## config.mk

```make
export PLATFORM = sky130hd
export DESIGN_NAME = led_color_layer_stack_core
export DESIGN_NICKNAME = d
export VERILOG_FILES = /design/src/rtl/core/lcls_pkg.sv /design/src/rtl/core/led_color_layer_stack_core.sv /design/src/rtl/core/lcls_cell.sv
export SDC_FILE = /design/constraint.sdc
export NUM_CORES = 1
export LEC_CHECK = 0
export BUFFER_PORTS_ARGS = -buffer_cell sky130_fd_sc_hd__buf_4
export CAP_MARGIN = 20
export CORE_MARGIN = 2
export CORE_UTILIZATION = 60
export CTS_BUF_LIST = sky130_fd_sc_hd__clkbuf_8 sky130_fd_sc_hd__clkbuf_16
export CTS_CLUSTER_DIAMETER = 80
export DETAILED_ROUTE_END_ITERATION = 8
export PLACE_DENSITY_LB_ADDON = 0.08
export SLEW_MARGIN = 20
export SYNTH_ARGS = -nofsm -noshare
export SYNTH_HDL_FRONTEND = slang
export SYNTH_SLANG_ARGS = --single-unit
```

## constraint.sdc

```tcl
create_clock -name clk -period 5.08 [get_ports clk]
set_clock_uncertainty 0.1 [all_clocks]
set_input_delay 1.524 -clock clk [delete_from_list [all_inputs] [get_ports clk]]
set_output_delay 1.524 -clock clk [all_outputs]
set_load 0.03 [all_outputs]
```

## src/rtl/core/lcls_pkg.sv

```systemverilog
// Shared types, command codes and the duty conversion for the LED color layer stack.
`timescale 1ns / 1ps
`default_nettype none
package lcls_pkg;

  typedef enum logic [1:0] {
    ACT_SET      = 2'd0,
    ACT_UNSET    = 2'd1,
    ACT_OVERRIDE = 2'd2,
    ACT_NONE     = 2'd3
  } action_t;

  typedef struct packed {
    logic [1:0]  action;
    logic [7:0]  layer_id;
    logic [23:0] rgb_value;
  } cmd_beat_t;

  typedef struct packed {
    logic [15:0] red_duty;
    logic [15:0] green_duty;
    logic [15:0] blue_duty;
  } duty_beat_t;

  // Contents of one stack slot.
  typedef struct packed {
    logic        used;
    logic [7:0]  owner;
    logic [23:0] rgb;
  } cell_data_t;

  localparam int unsigned CELL_W = $bits(cell_data_t);

  // Controls broadcast from the sequencer to every slot cell.
  typedef struct packed {
    logic        go;
    logic        adv;
    logic        stop;
    logic        is_set;
    logic        pull;
    logic [7:0]  id;
    logic [23:0] rgb;
  } cell_ctrl_t;

  // A byte times 257 is the byte written twice.
  function automatic duty_beat_t rgb_to_duty(input logic [23:0] c);
    duty_beat_t d;
    d.red_duty   = {c[23:16], c[23:16]};
    d.green_duty = {c[15:8], c[15:8]};
    d.blue_duty  = {c[7:0], c[7:0]};
    return d;
  endfunction

endpackage
`default_nettype wire

```

## src/rtl/core/led_color_layer_stack_core.sv

```systemverilog
// Top level of the LED color layer stack: slot cell chain, scan sequencer and duty register.
//
//   channel  dir  handshake                payload
//   cmd      in   cmd_valid / cmd_stall    cmd_beat_t  (action, layer_id, rgb_value)
//   duty     out  duty_valid / duty_stall  duty_beat_t (red, green, blue duty)
//
// An override is written straight into the duty register. A set or unset sends a token
// up the slot chain, one slot per cycle: a set ends at the matching or first free slot,
// or at the top slot of a full stack; an unset runs up to the end of the used slots,
// while slots above the removed one shift down. A stalled result holds the scan in place.
// Reset clears all used flags and the token at once; no clearing pass is needed.
`timescale 1ns / 1ps
`default_nettype none
module led_color_layer_stack_core
  import lcls_pkg::*;
#(
  parameter int unsigned SLOTS = 8
) (
  input  logic       clk,
  input  logic       rst,
  input  logic       cmd_valid,
  output logic       cmd_stall,
  input  cmd_beat_t  cmd,
  output logic       duty_valid,
  input  logic       duty_stall,
  output duty_beat_t duty
);

  typedef enum logic [1:0] {
    S_IDLE = 2'b01,
    S_WALK = 2'b10
  } state_t;

  state_t      state, state_next;
  logic        is_set;
  logic [7:0]  id;
  logic [23:0] rgb;
  logic        pull, pull_next;
  logic        have_top, have_top_next;
  logic [23:0] top_rgb, top_rgb_next;

  cell_ctrl_t       ctrl;
  logic [SLOTS-1:0] tok;
  logic [SLOTS-1:0] match;
  cell_data_t       cell_data [SLOTS];
  cell_data_t       cell_nbr  [SLOTS];

  logic        accept, launch, ov_accept, go, done, res, out_load;
  logic [23:0] res_rgb, out_rgb;
  logic        sel_match;
  cell_data_t  sel_data, sel_nbr;

  assign cmd_stall = (state != S_IDLE) || (duty_valid && duty_stall);
  assign accept    = cmd_valid && !cmd_stall;
  assign launch    = accept && ((cmd.action == ACT_SET) || (cmd.action == ACT_UNSET));
  assign ov_accept = accept && (cmd.action == ACT_OVERRIDE);
  assign go        = (state == S_WALK) && !(duty_valid && duty_stall);

  assign ctrl.go     = go;
  assign ctrl.adv    = launch || go;
  assign ctrl.stop   = go && done;
  assign ctrl.is_set = is_set;
  assign ctrl.pull   = pull;
  assign ctrl.id     = id;
  assign ctrl.rgb    = rgb;

  for (genvar k = 0; k < SLOTS; k++) begin : g_cell
    if (k < SLOTS - 1) begin : g_nbr
      assign cell_nbr[k] = cell_data[k+1];
    end else begin : g_top
      assign cell_nbr[k] = '0;
    end
    lcls_cell u_cell (
      .clk    (clk),
      .rst    (rst),
      .ctrl   (ctrl),
      .tok_in ((k == 0) ? launch : tok[(k == 0) ? 0 : k-1]),
      .nbr    (cell_nbr[k]),
      .tok    (tok[k]),
      .data   (cell_data[k]),
      .match  (match[k])
    );
  end

  // The token is one-hot during a scan, so an AND-OR picks the visited slot.
  always_comb begin
    sel_data  = '0;
    sel_nbr   = '0;
    sel_match = 1'b0;
    for (int k = 0; k < SLOTS; k++) begin
      sel_data  = cell_data_t'(sel_data | (cell_data[k] & {CELL_W{tok[k]}}));
      sel_nbr   = cell_data_t'(sel_nbr | (cell_nbr[k] & {CELL_W{tok[k]}}));
      sel_match = sel_match | (match[k] & tok[k]);
    end
  end

  always_comb begin
    done          = 1'b0;
    res           = 1'b0;
    res_rgb       = rgb;
    pull_next     = pull;
    have_top_next = have_top;
    top_rgb_next  = top_rgb;
    if (is_set) begin
      if (sel_match) begin
        done = 1'b1;
        res  = !sel_nbr.used;
      end else if (!sel_data.used) begin
        done = 1'b1;
        res  = 1'b1;
      end else if (tok[SLOTS-1]) begin
        done = 1'b1;
      end
    end else if (pull || sel_match) begin
      pull_next = 1'b1;
      if (sel_nbr.used) begin
        have_top_next = 1'b1;
        top_rgb_next  = sel_nbr.rgb;
      end else begin
        done    = 1'b1;
        res     = have_top;
        res_rgb = top_rgb;
      end
    end else if (sel_data.used) begin
      have_top_next = 1'b1;
      top_rgb_next  = sel_data.rgb;
      if (tok[SLOTS-1]) begin
        done    = 1'b1;
        res     = 1'b1;
        res_rgb = sel_data.rgb;
      end
    end else begin
      done    = 1'b1;
      res     = have_top;
      res_rgb = top_rgb;
    end
  end

  always_comb begin
    state_next = state;
    unique case (state)
      S_IDLE: if (launch) state_next = S_WALK;
      S_WALK: if (go && done) state_next = S_IDLE;
      default: state_next = S_IDLE;
    endcase
  end

  always_ff @(posedge clk) begin
    if (rst) begin
      state <= S_IDLE;
    end else begin
      state <= state_next;
    end
  end

  always_ff @(posedge clk) begin
    if (launch) begin
      is_set   <= (cmd.action == ACT_SET);
      id       <= cmd.layer_id;
      rgb      <= cmd.rgb_value;
      pull     <= 1'b0;
      have_top <= 1'b0;
    end else if (go) begin
      pull     <= pull_next;
      have_top <= have_top_next;
      top_rgb  <= top_rgb_next;
    end
  end

  assign out_load = ov_accept || (go && done && res);
  assign out_rgb  = ov_accept ? cmd.rgb_value : res_rgb;

  always_ff @(posedge clk) begin
    if (rst) begin
      duty_valid <= 1'b0;
    end else if (out_load) begin
      duty_valid <= 1'b1;
    end else if (!duty_stall) begin
      duty_valid <= 1'b0;
    end
  end

  always_ff @(posedge clk) begin
    if (out_load) begin
      duty <= rgb_to_duty(out_rgb);
    end
  end

endmodule
`default_nettype wire

```

## src/rtl/core/lcls_cell.sv

```systemverilog
// One slot of the layer stack: owner, color, used flag and the scan token.
`timescale 1ns / 1ps
`default_nettype none
module lcls_cell
  import lcls_pkg::*;
(
  input  logic       clk,
  input  logic       rst,
  input  cell_ctrl_t ctrl,
  input  logic       tok_in,
  input  cell_data_t nbr,
  output logic       tok,
  output cell_data_t data,
  output logic       match
);

  logic        used;
  logic [7:0]  owner;
  logic [23:0] rgb;

  assign data  = '{used: used, owner: owner, rgb: rgb};
  assign match = used && (owner == ctrl.id);

  always_ff @(posedge clk) begin
    if (rst) begin
      tok  <= 1'b0;
      used <= 1'b0;
    end else begin
      if (ctrl.stop) begin
        tok <= 1'b0;
      end else if (ctrl.adv) begin
        tok <= tok_in;
      end
      if (ctrl.go && tok) begin
        if (ctrl.is_set) begin
          if (match) begin
            rgb <= ctrl.rgb;
          end else if (!used) begin
            used  <= 1'b1;
            owner <= ctrl.id;
            rgb   <= ctrl.rgb;
          end
        end else if (ctrl.pull || match) begin
          // Removal: this slot takes over its upper neighbor, closing the gap.
          used  <= nbr.used;
          owner <= nbr.owner;
          rgb   <= nbr.rgb;
        end
      end
    end
  end

endmodule
`default_nettype wire

```

* After elaboration in Yosys (flattened, before gate mapping) *
Cells that the tools add are included.

word-level totals
  bits in registers = 382
  output and inout bits = 50
  logic and storage cells = 325

cells by class
  eq/ne operators = 41
  multiplexer cells = 117
  bitwise operators = 46
  reduce and logical (&&, ||, !) cells = 78

operators with widths
  cell                  number
  $mux W24              41
  $and A33 B33 Y33      15
  $or A33 B33 Y33       13
  $mux W8               32
  $eq A8 B8 Y1          8
  $reduce_and A5 Y1     9
  $mux W1               41
  $ne A2 B2 Y1 const B  18
  $reduce_and A4 Y1     9
  $reduce_and A3 Y1     9
  $ne A3 B2 Y1 const B  8
  $logic_and A1 B1 Y1   23
  $reduce_bool A2 Y1    9
  $logic_or A1 B1 Y1    13
  $and A1 B1 Y1         8
  $or A1 B1 Y1          7
  $ne A2 B1 Y1 const B  3
  $eq A2 B1 Y1 const B  2
  $eq A2 B2 Y1 const B  2
  $mux W2               2
  $pmux W2 S2           1
  $logic_not A1 Y1      3
  $not A1 Y1            3
  $logic_not A2 Y1      1
  other kinds (2)       2

* Logic depth before layout (Yosys ltp) *
  word-level depth = 17
  gate-level depth with buffers = 11
  gate-level depth less buffers = 8

* Hierarchy *
A second synthesis with hierarchy kept.

unflattened totals
  cell total of the unflattened synthesis = 1406
  area, all modules = 18805.5 sq um

by module, submodules not included
  module                      instances  cells an instance  area an instance (sq um)  seq. area each (sq um)
  lcls_cell                   8          96                 1591.5                    1001.0
  led_color_layer_stack_core  1          638                6073.3                    2532.4

* Least setup slack after synthesis *
Ideal clock, no wire load.

  kind = input to register
  start point = in duty_stall
  end point = reg g_cell[2].u_cell.rgb[0] (enable)
  setup time = 410 ps
  arrival time = 3691 ps
  required time = 4570 ps
  path slack = 879 ps
  stages on the path = 6
  buffers on the path = 1
  path through = nand2_1 -> and2_1 -> nand2b_1 -> clkbuf_1 -> a211oi_1 -> o21bai_1

between the ends
  longest elaborated chain between the ends = 5

RTL lines
  element                      line                              RTL
  start, declared              led_color_layer_stack_core.sv:25  input logic duty_stall,
  $logic_and A1 B1 Y1          led_color_layer_stack_core.sv:57  assign go = (state == S_WALK) && !(duty_valid && duty_stall);
  $logic_not A1 Y1             led_color_layer_stack_core.sv:57
  $logic_and A1 B1 Y1          led_color_layer_stack_core.sv:57
  $logic_and A1 B1 Y1          lcls_cell.sv:34                   if (ctrl.go && tok) begin
  $reduce_and A4 Y1 (no line)  -
  end signal, assigned         lcls_cell.sv:37                   rgb <= ctrl.rgb;
  end signal, assigned         lcls_cell.sv:41                   rgb <= ctrl.rgb;
  end signal, assigned         lcls_cell.sv:47                   rgb <= nbr.rgb;
  end, declared                lcls_cell.sv:19                   logic [23:0] rgb;

No other way between the ends.
A chain may end at the register's enable or synchronous reset.

* Worst setup path in the final report *
  start point = in duty_stall
  end point = reg duty[8] in the netlist's numbering (data pin)

between the ends
  longest elaborated chain between the ends = 6

RTL lines
  element               line                               RTL
  $logic_and A1 B1 Y1   led_color_layer_stack_core.sv:53   assign cmd_stall = (state != S_IDLE) || (duty_valid && duty_stall);
  $logic_or A1 B1 Y1    led_color_layer_stack_core.sv:53
  $logic_not A1 Y1      led_color_layer_stack_core.sv:54   assign accept = cmd_valid && !cmd_stall;
  $logic_and A1 B1 Y1   led_color_layer_stack_core.sv:54
  $logic_and A1 B1 Y1   led_color_layer_stack_core.sv:56   assign ov_accept = accept && (cmd.action == ACT_OVERRIDE);
  $mux W24              led_color_layer_stack_core.sv:171  assign out_rgb = ov_accept ? cmd.rgb_value : res_rgb;
  via out_rgb[0]        led_color_layer_stack_core.sv:49   logic [23:0] res_rgb, out_rgb;
  end signal, assigned  led_color_layer_stack_core.sv:185  duty <= rgb_to_duty(out_rgb);
  end, declared         led_color_layer_stack_core.sv:26   output duty_beat_t duty

The timed path passes the listed nets, and every way through them passes these cells.

==> out/metrics.sh <==
POST_SYNTHESIS_INSTANCE_TOTAL=1658
DRT_PRE_ANTENNA_ITERS=9
LAYOUT_MIN_CYCLE_TIME_PS=3791
LAYOUT.AREA.SEQ_SQ_UM=10550
PROPORTION_OF_SYNTHESIZED_AREA_IN_MUX_CELLS_PCT=0.2801
POSTROUTEWIRELENGTH_MICRONS=46610
SYN_NETS=1696
POWER.SEQUENTIAL.FRACTION_PCT=51.8
FIRST_GLOBAL_VIAS=12140
FINALMAXSLEWVIOLATIONS=0
CELL_AREA_AFTER_LAYOUT_SQ_UM=19850
POWER.COMBINATIONAL.FRACTION_PCT=5.3
ENDPOINT_OF_THE_WORST_HOLD_TIMING_PATH='have_top'
CP.REQUIRED_PS=5330
OVERALL_DIE_WIDTH_MICRONS=176.6
CTS.ROOT.BUFFER_CELL='sky130_fd_sc_hd__clkbuf_16'
WORST-ENDPOINT-ARRIVAL_PS=4040
INITIALDRTVIOLATIONCOUNT=2244
SYNTHDISTINCTLIBCELLS=55
POSTPLACECELLAREA_SQ_UM=18640
WORSTSETUPENDPOINTTYPE='flip-flop'
LAYOUT.FILLER_CELLS=2294
ROUTE.DETAILED.VIAS_PER_INST=6.373
MAX_CAP_VIOLATIONS=0
ANTENNA_VIOLATING_NETS_POST_ROUTE=0
CTS_REPAIR_RESIZE_COUNT=0
INTERNAL_POWER_uW=4932
MOST_COMMON_CELL_AFTER_LAYOUT_FILL_AND_TAPS_ASIDE='sky130_fd_sc_hd__edfxtp_1'
WORST_HOLD_PATH.NUM_CELLS=2
GLOBAL_ROUTE_USAGE_OVER_ALL_LAYERS_PCT=30.03
WORST_SETUP_SLACK_POST_DPL_PS=761.8
POWER_DENSITY_nW_PER_UM2=319.2
LAYOUT_NET_COUNT=1716
POWER_FRAC_CLOCK_PCT=42.9
DOMINANT_SYNTHESIZED_FLOP_CELL='sky130_fd_sc_hd__edfxtp_1'
SETUP-TNS-FINAL_PS=0
SLEW-LIMIT-HEADROOM_PCT=17.82
RSZ_0062_RAISED_AFTER_GLOBAL_ROUTING='false'
INITIAL_CORE_UTIL_PCT=60.61
ROUTABILITYCONGESTION=0.8370
GRT_OVERFLOW_TOTAL=0
FINAL.PERIOD_UTILIZATION_PCT=74.63
P_SWITCHING_uW=1405
TOTAL_POWER_uW=6337
CP_SLOWEST_STAGE_DELAY_PS=840
SWITCHING_SHARE_PCT=22.17
CRIT_PATH_START_KIND='input pin'
TIMING.FMAX_MHz=263.8
MAPPEDNETLISTAREA_SQ_UM=17870
POWER.STATIC_LEAKAGE_uW=0.007537
CTS.REPORTEDPATHS.CLKPINSLEW_PS=60
POST_SYNTH_FA_HA_MAJ_AREA_FRACTION_PCT=0
HIGHEST_DELAY_CELL_ALONG_THE_CRITICAL_PATH='sky130_fd_sc_hd__or3b_2'
CTS_HOLD_REPAIR_BUFFERS=0
AREA.GROWTH.SYNTH_TO_FINAL_PCT=11.11
SYNTH.YOSYS.SEQ_AREA_SHARE_PCT=58.99
HPWL_MICRONS=30270
DRIVE_GT1_SHARE_PCT=12.13
CRITICAL_PATH.REG2REG.STARTPOINT='id[7]'
AREA_OF_THE_PLACEABLE_CORE_SQ_UM=29480
MAIN_COMBINATIONAL_CELL_FAMILY_BY_AREA_AFTER_SYNTHESIS='compound AO/OA/AOI/OAI gates'
CLKLATENCYLATEPIN_PS=530
CTS_TREE='built'
DIE_HEIGHT_MICRONS=176.6
CTS.SINKS=358
N_ANTENNA_CELL=0
OUTCOME='completed'
VIA_COUNT=13360
MULTI_INPUT_COMB_AREA_SQ_UM=5710
SYNTH_ENABLE_FLOP_CELLS=337
ROUTE.DETAILED.WL_PER_INST_MICRONS=22.23
CRITICAL_PATH.CELL_CHAIN='buf_4, nand2_1, nand4b_1, or3b_2, nand2_1, a21oi_1, a211oi_1'
IOS=88
SYNTH_SEQ_CELLS=358
GRT_FIRST_PASS_WIRELENGTH_MICRONS=71390
POSTCTSSETUPBUFFERS=0
WORSTSETUPPATHTYPE='in2reg'
HOLD_START='have_top'
TOTAL_DRC_ERRORS_IN_THE_ROUTED_LAYOUT=0
SYNTH-XOR-AREA-SHARE_PCT=3.137
REG_TO_REG_SLACK_SETUP_PS=1540
CLK_PATH_BUF_DEPTH=3
TIGHTESTPINTRANSITION_PS=1233
WORST_HOLD_PATH_TYPE='reg2reg'
FINAL.SETUP.WORST_SLACK_PS=1289
MOST_FREQUENT_CELLS_IN_THE_LAYOUT='337 x sky130_fd_sc_hd__edfxtp_1, 268 x sky130_fd_sc_hd__inv_1, 252 x sky130_fd_sc_hd__o21ai_0'
IR_WORST_VDD_uV=263.7
PATH_COMMON_CELL='sky130_fd_sc_hd__nand2_1'
HTREEDEPTH=2
TRITONCTS.NUM_BUFFERS=39
SYN-MEAN-INSTANCE-AREA_SQ_UM=10.78
CRITICAL_PATH.N_BUFFERS_INVERTERS=1
CORE.ROWCOUNT=63
HOLD_VIOLATIONS=0
IO_BUFFER_COUNT=87
CRITICAL_PATH.TOP_DELAY_FAMILY='simple AND/OR/NAND/NOR gates'
SYNTH_COMPOUND_AREA_SHARE_PCT=20.59
WORSTREGTOREGCELLS=7
ANTENNA_FOUND_INITIAL=1
SYNTH-WARNING-COUNT=0
SYNTH_SIMPLE_GATE_AREA_SHARE_PCT=7.591
DIE_AREA_SQ_UM=31180
FINALSETUPVIOLATIONS=0
ASYNC_FLOP_SHARE_PCT=0
GRT_START_MAX_NET_PINS=280
CRITICAL_PATH.MAX_FANOUT=28
WORSTREG2REGEND='top_rgb[18]'
[tightest hold or removal path, cell delays in order (launching register included)]
cell                      delay, ps
sky130_fd_sc_hd__dfxtp_1        310
sky130_fd_sc_hd__o21ai_0         80
sky130_fd_sc_hd__o21ai_0         80
[power by group through the flow]
stage	combinational, uW	clock [uW]	sequential [uW]
6_report	335	2720	3280
5_1_grt	370	2850	3280
4_1_cts	330	2730	3280
3_5_place_dp	330	0	3340
3_3_place_gp	320	0	3340
2_1_floorplan	220	0	3330
[per-stage QoR]
| step | cells | util (%) | hold WS, ps |
|---|---|---|---|
| after floorplan | 1658 | - | 349.2 |
| after global placement | 2027 | 63.22 | 408.6 |
| after detailed placement | 2027 | 63.22 | 401.0 |
| after CTS | 2097 | 67.33 | 415.5 |
| after global routing | 2097 | 67.35 | 442.5 |
| final | 2097 | 67.35 | 422.0 |
[registers in the layout (all words and copies together) (netlist names), 8 cells and up]
name and flops:
id 8, rgb 24, duty 24, g_cell.u_cell.rgb 192, g_cell.u_cell.owner 64, g_cell.u_cell.used 8, top_rgb 24, g_cell.u_cell.tok 8
[area by class of cell]
cell class / instances / area share, %
sequential: 358 / 53.13
multi-input combinational: 897 / 28.76
clock buffer: 42 / 5.237
inverter: 262 / 4.953
timing repair buffer: 120 / 4.600
tap: 390 / 2.458
clock inverter: 28 / 0.8634
[per-layer routing]
metal	vias to the layer above	share of wire (%)	track usage (%)
met5	-	0.026	0
met4	2	2.2	8.540
met3	89	14	8.936
met2	858	40	40.36
met1	6313	43	46.91
li1	6102	-	-
[cell usage after synthesis, types with 32 or more instances]
library cell               instances  area share, %
sky130_fd_sc_hd__o21ai_0         253            7.1
sky130_fd_sc_hd__inv_1           262            5.5
sky130_fd_sc_hd__a221oi_1         45            2.2
sky130_fd_sc_hd__a211oi_1         34            1.4
sky130_fd_sc_hd__a21oi_1          32           0.90
sky130_fd_sc_hd__edfxtp_1        337             57
sky130_fd_sc_hd__a22oi_1         101            4.2
sky130_fd_sc_hd__xor2_1           35            1.7
sky130_fd_sc_hd__nor2_1           76            1.6
sky130_fd_sc_hd__clkbuf_1         86            1.8
sky130_fd_sc_hd__nand2_1          65            1.4
[worst max path at each step]
stage | start | end | slack (ps) | cells after the start
2_1_floorplan | duty_stall | g_cell[2].u_cell.rgb[0] | 880 | 6
3_3_place_gp | duty_stall | duty[46] | 860 | 7
3_5_place_dp | duty_stall | duty[10] | 760 | 7
4_1_cts | duty_stall | duty[8] | 1300 | 7
5_1_grt | duty_stall | duty[10] | 1100 | 7
6_report | duty_stall | duty[8] | 1290 | 7
[kinds of logic (layout without fill, tap and decap cells)]
family / Yosys count / count (layout)
AOI/OAI and AO/OA: 564 / 564
buffers and inverters: 403 / 452
DFF: 358 / 358
and+or+nand+nor: 264 / 264
xor gates and xnor gates: 64 / 64
muxes: 5 / 5
No activity file was read; power rests on OpenSTA's default activity.
